**src/rtl/qmm_pkg.sv**
```systemverilog
// Shared constants, codes and types of the quantized matrix multiply block.
`default_nettype none

package qmm_pkg;

    localparam int MAX_ROWS  = 8;
    localparam int MAX_COLS  = 8;
    localparam int MAX_DEPTH = 256;

    localparam int ROW_W   = $clog2(MAX_ROWS);
    localparam int COL_W   = $clog2(MAX_COLS);
    localparam int DEPTH_W = $clog2(MAX_DEPTH);

    localparam int A_ADDR_W = ROW_W + DEPTH_W;
    localparam int B_ADDR_W = DEPTH_W + COL_W;
    localparam int C_ADDR_W = ROW_W + COL_W;

    localparam int A_DEPTH = MAX_ROWS * MAX_DEPTH;
    localparam int B_DEPTH = MAX_DEPTH * MAX_COLS;
    localparam int C_DEPTH = MAX_ROWS * MAX_COLS;

    // Dimension register widths and the width of a row or column sum of bytes.
    localparam int DIM_W   = 4;
    localparam int K_W     = 9;
    localparam int SUM_W   = K_W + 8;
    localparam int WORD_W  = 32;
    localparam int MUL_Y_W = 9;

    typedef enum logic [1:0] {
        ACT_LOAD_A  = 2'd0,
        ACT_LOAD_B  = 2'd1,
        ACT_LOAD_C  = 2'd2,
        ACT_COMPUTE = 2'd3
    } action_t;

    typedef enum logic [2:0] {
        REG_ROWS_M   = 3'd0,
        REG_COLS_N   = 3'd1,
        REG_DEPTH_K  = 3'd2,
        REG_ALPHA    = 3'd3,
        REG_BETA     = 3'd4,
        REG_LHS_ZERO = 3'd5,
        REG_RHS_ZERO = 3'd6
    } cfg_idx_t;

    typedef enum logic [3:0] {
        ST_IDLE,
        ST_DOT,
        ST_SCALE,
        ST_PRIOR,
        ST_LHS,
        ST_RHS,
        ST_KPRE,
        ST_KADD,
        ST_EMIT
    } state_t;

    typedef struct packed {
        logic [WORD_W-1:0]  x;
        logic [MUL_Y_W-1:0] y;
        logic [WORD_W-1:0]  base;
        logic               sub;
    } mac_op_t;

    typedef struct packed {
        logic                a_we;
        logic                b_we;
        logic                c_we;
        logic [A_ADDR_W-1:0] a_addr;
        logic [B_ADDR_W-1:0] b_addr;
        logic [C_ADDR_W-1:0] c_addr;
        logic [7:0]          byte_val;
        logic [WORD_W-1:0]   word_val;
    } store_wr_t;

    typedef struct packed {
        logic [A_ADDR_W-1:0] a_addr;
        logic [B_ADDR_W-1:0] b_addr;
        logic [C_ADDR_W-1:0] c_addr;
    } store_rd_t;

endpackage

`default_nettype wire

```
**src/rtl/qmm_mac.sv**
```systemverilog
// Shared multiply-accumulate unit: base plus or minus x times y, modulo 2^32.
`default_nettype none

module qmm_mac
    import qmm_pkg::*;
(
    input  mac_op_t           op,
    output logic [WORD_W-1:0] sum
);

    logic [WORD_W+MUL_Y_W-1:0] prod;

    assign prod = (WORD_W+MUL_Y_W)'(op.x) * (WORD_W+MUL_Y_W)'(op.y);

    always_comb
    begin
        if (op.sub)
        begin
            sum = op.base - prod[WORD_W-1:0];
        end
        else
        begin
            sum = op.base + prod[WORD_W-1:0];
        end
    end

endmodule

`default_nettype wire

```
**config.mk**
```make
export PLATFORM = sky130hd
export DESIGN_NAME = qmm_mac
export DESIGN_NICKNAME = d
export VERILOG_FILES = /design/src/rtl/qmm_pkg.sv /design/src/rtl/qmm_mac.sv
export SDC_FILE = /design/constraint.sdc
export NUM_CORES = 1
export LEC_CHECK = 0
export BUFFER_PORTS_ARGS = -buffer_cell sky130_fd_sc_hd__buf_2
export CORE_MARGIN = 1.5
export CORE_UTILIZATION = 55
export DETAILED_ROUTE_END_ITERATION = 10
export PLACE_DENSITY_LB_ADDON = 0.3
export SLEW_MARGIN = 20
export SYNTH_ARGS = -nofsm -noshare
export SYNTH_HDL_FRONTEND = slang
export SYNTH_SLANG_ARGS = --single-unit
```
**constraint.sdc**
```tcl
create_clock -name vclk -period 10.3
set_input_delay 0.515 -clock vclk [all_inputs]
set_output_delay 0.515 -clock vclk [all_outputs]
set_load 0.02 [all_outputs]
```
==> results.md <==
- Status: finished clean
- Post-CTS Hold Fix Bufs: 0
- Tightest Hold Check Type: primary input to output port
- Hold path startpoint: op[2]
- Final net count: 1627
- Vias/cell: 5.48
- Rows: 48
- Fmax: 116 MHz
- Number of clock buffers in the layout: 0
- Fillcell total: 1591
- Slew headroom: 35.0%
- Gp weighted congestion: 0.889
- Ports: 106
- Largest net degree at the start of global routing: 33
- DRT iter0 DRCs: 406
- Area of the multi-input gates: 8870 µm²
- CP dominant cell by count: fa_1
- Routed Antenna Nets: 0
- Post-CTS Resized: 0
- Maxcap violations: 0
- Seq. cell area: 0 µm²
- Crit path DAT: 8.12 ns
- Crit path time final: 8.64 ns
- Area growth syn-to-layout: 6.63%
- Mapped Nets: 1559
- Worst Setup Start Kind: primary input
- Worst setup EP type: output port
- Setup bufs post-CTS: 0
- Die Ht: 137 µm
- Synth unique cells: 69
- Hold path depth: 3
- Vias: 8354
- # DRC: 0
- Ys Warns: 0
- Final Hold Fails: 0
- DR pass1 iterations: 5
- Hold endpoint: sum[1]
- Critical Setup Path Class: primary input to output port
- IO Port Bufs: 106
- Area of the mapped netlist: 9870 µm²
- CP Data Required Time: 9.79 ns
- Worst-margin pin slew: 0.950 ns
- Vias in the first global route: 8793
- Slew Viols, Final: 0
- Initial Utilization: 56.6%
- FFs & Latches: 0
- Seq/Total Area, Yosys: 0%
- Core Area: 17400 µm²
- WL final: 22600 µm
- Unrepaired setup endpoints after global routing: no
- Slowest cell delay on critical path: 0.56 ns
- Final total negative setup slack: 0 ns
- Finished Core Util: 60.4%
- Overall Global Routing Usage: 25.9%
- Routed len/inst: 14.9 µm
- Die W: 137 µm
- Final period util: 83.8%
- Synth Instances: 1233
- Final setup viols: 0
- Die area: 18700 µm²
- Initial antenna violation count: 0
- Synthesized area per cell: 8.00 µm²
- CP max FO: 32
- CP max-delay cell: fa_1
- Diode count: 0
- Ratio of cells with drive above 1 in the final layout: 9.93%
- GRT overflow: 0
- First-pass GRT wire length: 39500 µm
- Post-DP HPWL: 18800 µm
==> per-layer routing <==
| metal | routed length, µm | GRT usage (%) | share of wire [%] |
|---|---|---|---|
| met4 | 573 | 6.02 | 2.5 |
| met1 | 9220 | 31.5 | 41 |
| met2 | 12300 | 50.6 | 54 |
| met3 | 582 | 0.333 | 2.6 |
| met5 | 0 | 0 | 0 |
==> layout by cell type (no fill, tap or decap), types with 3 or more instances in the layout <==
| master | count |
|---|---|
| a211o_1 | 3 |
| a211oi_1 | 7 |
| a21boi_0 | 4 |
| a21o_1 | 23 |
| a21oi_1 | 62 |
| a21oi_2 | 3 |
| a31oi_1 | 6 |
| and2_1 | 133 |
| and3_1 | 7 |
| buf_2 | 106 |
| fa_1 | 180 |
| ha_1 | 72 |
| inv_1 | 224 |
| mux2i_1 | 6 |
| nand2_1 | 159 |
| nand2b_1 | 5 |
| nand3_1 | 9 |
| nand3b_1 | 3 |
| nand4_1 | 3 |
| nor2_1 | 57 |
| nor2b_1 | 11 |
| nor3_1 | 15 |
| nor4b_1 | 3 |
| o211ai_1 | 12 |
| o21a_1 | 13 |
| o21ai_0 | 26 |
| o21bai_1 | 5 |
| xnor2_1 | 59 |
| xor2_1 | 29 |
==> logic make-up after synthesis <==
kind of cell,count (synthesis),synth area share [%]
XOR/XNOR,88,7.81
buffers and inverters,264,10.1
adder cells (fa/ha/maj),252,45.7
AND/OR/NAND/NOR,426,21.9
multiplexers,7,0.723
AO/OA/AOI/OAI,196,13.8
==> cells in the mapped netlist, drive strengths merged, types with 4 or more instances <==
master | count | area share (%)
mux2i | 6 | 0.61
xnor2 | 59 | 5.2
o21ai | 28 | 1.4
o21a | 14 | 1.1
a21o | 23 | 1.8
fa | 180 | 37
nand2 | 159 | 6.0
inv | 224 | 8.5
nor2 | 58 | 2.2
o21bai | 5 | 0.38
a31oi | 7 | 0.60
nor3 | 16 | 0.93
a21boi | 4 | 0.30
ha | 72 | 9.1
and2 | 133 | 8.4
clkbuf | 36 | 1.4
a21oi | 66 | 3.6
and3 | 7 | 0.44
a211o | 4 | 0.44
nor2b | 11 | 0.70
xor2 | 29 | 2.6
nand2b | 5 | 0.32
a211oi | 8 | 0.74
o211ai | 12 | 0.91
nand3 | 9 | 0.46
buf | 4 | 0.23
==> critical path, delay by kind of cell <==
family                     cells  cell delay, ns
xor gates and xnor gates       2            0.33
adders and majority gates      6            2.77
and+or+nand+nor                3            0.81
buffers and inverters          5            0.82
AOI/OAI and AO/OA             13            2.86
==> how the worst max path moves through the flow <==
stage	startpoint	endpoint	slack [ns]	cells past startpoint
after CTS	op[33]	sum[31]	1.68	29
after floorplan	op[36]	sum[30]	2.49	30
after global placement	op[33]	sum[30]	1.92	30
final	op[33]	sum[31]	1.66	29
after detailed placement	op[33]	sum[31]	1.72	29
after global routing	op[33]	sum[31]	0.96	29
==> through the flow <==
stage / cells / hold WS [ns] / cell area, µm² / worst slack (ns)
after floorplan: 1233 / 1.27 / 9870 / 2.49
after global placement: 1524 / 1.44 / 10500 / 1.92
after detailed placement: 1524 / 1.45 / 10500 / 1.72
after CTS: 1524 / 1.45 / 10500 / 1.68
after global routing: 1524 / 1.50 / 10500 / 0.964
final: 1524 / 1.45 / 10500 / 1.66
==> layout make-up <==
type / instances / share of cell area [%]
multi-input cells: 969 / 84.3
inverters: 224 / 7.99
well taps: 225 / 2.68
repair buffers: 106 / 5.04
Power is not shown: default switching activity piles up to over one toggle a cycle in this logic, so the estimate is an artifact.
